## config.mk

```make
export PLATFORM = sky130hd
export DESIGN_NAME = wmc_fxmul
export DESIGN_NICKNAME = d
export VERILOG_FILES = /design/src/rtl/wmc_fxmul.sv
export SDC_FILE = /design/constraint.sdc
export NUM_CORES = 2
export LEC_CHECK = 0
export ABC_AREA = 1
export BUFFER_PORTS_ARGS = -buffer_cell sky130_fd_sc_hd__buf_2
export CAP_MARGIN = 20
export CORE_MARGIN = 4
export CORE_UTILIZATION = 51
export CTS_CLUSTER_DIAMETER = 150
export DETAILED_ROUTE_END_ITERATION = 8
export GPL_TIMING_DRIVEN = 0
export PLACE_DENSITY = 0.77
export SETUP_SLACK_MARGIN = 0.2
export SYNTH_ARGS = -nofsm -noshare
export SYNTH_HDL_FRONTEND = slang
export SYNTH_SLANG_ARGS = --single-unit
```

## constraint.sdc

```tcl
create_clock -name i_clk -period 10.11 [get_ports i_clk]
set_input_delay 1.011 -clock i_clk [delete_from_list [all_inputs] [get_ports i_clk]]
set_output_delay 1.011 -clock i_clk [all_outputs]
set_load 0.05 [all_outputs]
```

## src/rtl/wmc_fxmul.sv

```systemverilog
// ----------------------------------------------------------------------------
// wmc_fxmul
// Shared fixed point multiplier: truncating, wrapping, registered product.
// ----------------------------------------------------------------------------
module wmc_fxmul #(
    parameter int WORD_WIDTH = 32,
    parameter int FRAC_BITS  = 16
) (
    input  logic                         i_clk,
    input  logic signed [WORD_WIDTH-1:0] i_a,
    input  logic signed [WORD_WIDTH-1:0] i_b,
    output logic signed [WORD_WIDTH-1:0] o_prod
);
    logic signed [2*WORD_WIDTH-1:0]           full;
    logic signed [2*WORD_WIDTH+FRAC_BITS-1:0] ext;
    logic signed [WORD_WIDTH-1:0]             r_prod;

    assign full = i_a * i_b;
    assign ext  = (2*WORD_WIDTH+FRAC_BITS)'(full);

    always_ff @(posedge i_clk) begin
        r_prod <= ext[FRAC_BITS+WORD_WIDTH-1:FRAC_BITS];
    end

    assign o_prod = r_prod;
endmodule

```

### Yosys cells after proc, flatten, opt, wreduce, memory -nomap -nowiden

Index checks and enable logic that the tools add are counted.

* input bits: 65
* flip-flop bits (word level): 32
* output and inout bits: 32
* word-level logic and storage cells: 2

* multiply operators: 1

Operator list (count)
* $mul 32x32->48: 1

### Logic depth before layout (Yosys ltp)

* depth after elaboration: 1
* mapped depth: 34
* depth with buffers taken out: 32

### Worst setup path before layout

No wires, ideal clock.

* path kind: input to register
* from: input i_a[31]
* to: register r_prod[31], in the netlist o_prod[31]
* path slack: 2.834 ns
* library setup time: 0.109 ns
* arrival time: 7.167 ns
* stages: 27
* cell sequence: buf_2 -> clkbuf_1 -> nand2_1 -> inv_1 -> fa_1 -> fa_1 -> fa_1 -> inv_1 -> fa_1 -> inv_1 -> fa_1 -> fa_1 -> fa_1 -> inv_1 -> fa_1 -> inv_1 -> ha_1 -> a21oi_1 -> o21ai_0 -> a21oi_1 -> nand2_1 -> a21oi_1 -> nand2_1 -> a21oi_1 -> nand3_1 -> nand2_1 -> inv_1

* cells in the longest elaborated chain, start to end: 1

RTL lines
* from (decl): RTL line 10 `input logic signed [WORD_WIDTH-1:0] i_a,`
* $mul 32x32->48: RTL line 18 `assign full = i_a * i_b;`
* named net full[47]: RTL line 14 `logic signed [2*WORD_WIDTH-1:0] full;`
* to (signal assigned): RTL line 22 `r_prod <= ext[FRAC_BITS+WORD_WIDTH-1:FRAC_BITS];`
* to (decl): RTL line 16 `logic signed [WORD_WIDTH-1:0] r_prod;`

The timed path passes the listed nets, and every way through them passes these cells.

### Worst setup path in the final report

* from: input i_b[18]
* to: register r_prod[24], in the netlist o_prod[24]

* cells in the longest elaborated chain, start to end: 1

RTL lines
* from (decl): RTL line 11 `input logic signed [WORD_WIDTH-1:0] i_b,`
* $mul 32x32->48: RTL line 18
* named net full[40]: RTL line 14

The timed path passes the listed nets, and every way through them passes these cells.

==> flow_summary.yaml <==
sta:
  timing.final.max_slew_violations: 0
  timing.final.crit_period_ns: 8.78
  timing.max_slew.rel_slack: 0.292
  max_freq_ghz: 0.114
  report.final.setup_viol: 0
  min_period_over_period: 0.869
  rsz0062_at_grt: "false"
  hold_violations: 0
  slew_worst_pin_ns: 1.06
  setup-tns-final_ns: 0
critical_path:
  cpPeakStageDelay_ns: 0.64
  cp_data_arrival_time_ns: 8.94
  critPathCapture: "o_prod[24]"
  critPathRequiredTime_ns: 10.26
  worstSetupPathType: "input pin to flop"
  critical_path.startpoint_type: "input pin"
  crit_cells: 23
  critical_path.endpoint_type: "flop"
  crit_buf_inv: 6
  path_max_fanout: 10
  critical-path-top-cell-by-count: "fa_1"
  crit_slowest_cell: "clkbuf_1"
  cp-startpoint: "i_b[18]"
  cpLargestDelayFamily: "adder cells"
  timing.critical_path.cells: "buf_2 > clkbuf_1 > clkbuf_1 > nand2_1 > fa_1 > fa_1 > inv_1 > fa_1 > inv_1 > fa_1 > inv_1 > fa_1 > fa_1 > fa_1 > fa_1 > ha_1 > a21oi_1 > o21ai_0 > a21boi_0 > o21ai_0 > nor2_1 > nand3_1 > xor2_1"
floorplanning:
  row_count: 90
  core_area_um2: 60500
  initial_core_util: 0.517
  fp.dieH_um: 255
  io_pins: 97
  floorplan_die_width_um: 255
  fp.dieArea_um2: 65300
clocking:
  cts_buffers: 5
  clkSinkCount: 32
  cts_post_setup_buffers_inserted: 0
  htreeDepth: 2
  ctsRootBufferMaster: "clkbuf_16"
  tritoncts_clock_tree: "done"
  cts.repair.resized: 0
  hold_buf_count_cts: 0
  cts.path.max_buffers: 2
  cts.clk_slew.worst_paths_ns: 0.05
synth:
  netlist.top_cell.by_area: "fa_1"
  netlist_instances: 4003
  yosysTopAreaCellShare: 0.537
  netlist_top_cells_area: "fa_1, inv_1, nand2_1"
  yosys_warnings: 0
  synth.lib_cells_used.distinct: 40
  yosys_register_bits: 32
  postSynth.topFlopCell: "dfxtp_1"
  syn_nets: 5069
  synth-edff-count: 0
  synth.yosys.seq_area_share: 0.0205
  postSynthAreaPerCell_um2: 7.80
  asyncSetResetFlopFracSynth: 0
  synth.cell_area_um2: 31200
layout:
  final_core_util: 0.542
  number_of_flip_flops_under_the_largest_register_name: 32
  fraction_of_final_layout_cells_with_drive_strength_greater_than_1: 0.0328
  area_growth_pct: 5.01
  nets: 5156
drt:
  routed-via-count: 25700
  drt-total-wl_um: 103000
  drtAntennaViolNets: 0
  total_drc_errors_in_the_routed_layout: 0
  drt-initial-drc-count: 2871
  drt_first_pass_iters: 8
  wl_per_cell_um: 21.2
  vias_per_cell: 5.28
placement:
  detailed_place_hpwl_um: 91400
  placement.io_buffers: 80
  gp_routability_congestion: 1.05
global_route:
  number_of_global_route_vias_before_repair: 26900
  groute.usage.overall: 0.321
  initial_antenna_violation_count: 2
  grt_first_pass_wirelength_um: 158000
  global_route.overflow_total: 0
  grt_max_degree: 12
run:
  max_cap_viol_count: 0
outcome:
  outcome: "finished, final reports clean"
hold_path:
  holdCritPathClass: "input pin to flop"
==> stage by stage <==
stage | instance area (um2) | setup WS [ns] | hold WS (ns) | std cells
3_3_place_gp | 32600 | 1.28 | 1.48 | 4865
4_1_cts | 32800 | 1.47 | 1.43 | 4873
6_report | 32800 | 1.33 | 1.44 | 4875
5_1_grt | 32800 | 1.08 | 1.47 | 4874
3_5_place_dp | 32600 | 1.18 | 1.48 | 4865
2_1_floorplan | 31200 | 2.83 | 1.41 | 4003
==> metal layers <==
metal | up-vias | global-route usage | share of wire
met5 | - | 0 | 0
met4 | 0 | 0.186 | 0.079
met3 | 365 | 0.0845 | 0.13
met2 | 1683 | 0.491 | 0.43
met1 | 12600 | 0.415 | 0.36
li1 | 11100 | - | -
==> cells in the mapped netlist (9+ instances only) <==
cell	number
nor2_1	84
nand3_1	48
buf_2	15
nor3_1	9
a31oi_1	9
a21oi_1	49
ha_1	163
xor2_1	21
dfxtp_1	32
clkbuf_1	149
fa_1	838
o21ai_0	32
inv_1	1360
buf_1	13
nand2_1	1090
xnor2_1	11
==> layout make-up <==
cell class | instances | area (um2)
Antenna cell | 2 | 5.00
Buffer | 179 | 698
Clock buffer | 7 | 153
Clock inverter | 1 | 30.0
Fill cell | 5614 | 27700
Inverter | 1364 | 5120
Multi-Input combinational cell | 2428 | 24800
Sequential cell | 32 | 641
Tap cell | 782 | 978
Timing Repair Buffer | 80 | 400
==> cell usage in the layout (no fill, tap or decap), types with 3 or more instances in the layout <==
cell and count:
or2_2 6, o21ai_1 6, nand4_1 8, nor3_1 9, a31oi_1 9, a21o_1 5
xor2_1 21, nand2_1 1090, nor2_2 5, fa_1 838, o21ai_0 32, nand2_2 5
nor2_1 84, nor4_1 4, a21oi_1 49, inv_1 1360, buf_1 13, xnor2_1 11
dfxtp_1 32, clkbuf_16 5, inv_2 4, buf_2 95, nand3_1 48, ha_1 163
clkbuf_1 149, a21oi_2 3, nand3b_1 8, a21boi_0 4, a211oi_1 3
==> worst min path at each step <==
| stage | start | end | slack [ns] | cells after the start |
|---|---|---|---|---|
| 2_1_floorplan | i_b[0] | o_prod[21] | 1.41 | 5 |
| 3_3_place_gp | o_prod[24] | o_prod[24] | 1.48 | 1 |
| 3_5_place_dp | o_prod[9] | o_prod[9] | 1.48 | 1 |
| 4_1_cts | i_b[0] | o_prod[21] | 1.43 | 6 |
| 5_1_grt | i_b[0] | o_prod[21] | 1.47 | 6 |
| 6_report | i_b[0] | o_prod[21] | 1.44 | 6 |
==> logic make-up after synthesis <==
logic type / Yosys count / synth area share
xor gates and xnor gates: 32 / 0.00897
AOI/OAI and AO/OA: 121 / 0.0222
DFF: 32 / 0.0205
adders and majority gates: 1001 / 0.602
buffers and inverters: 1543 / 0.186
and+or+nand+nor: 1274 / 0.160
Power is not shown: default switching activity piles up to over one toggle a cycle in this logic, so the estimate is an artifact.
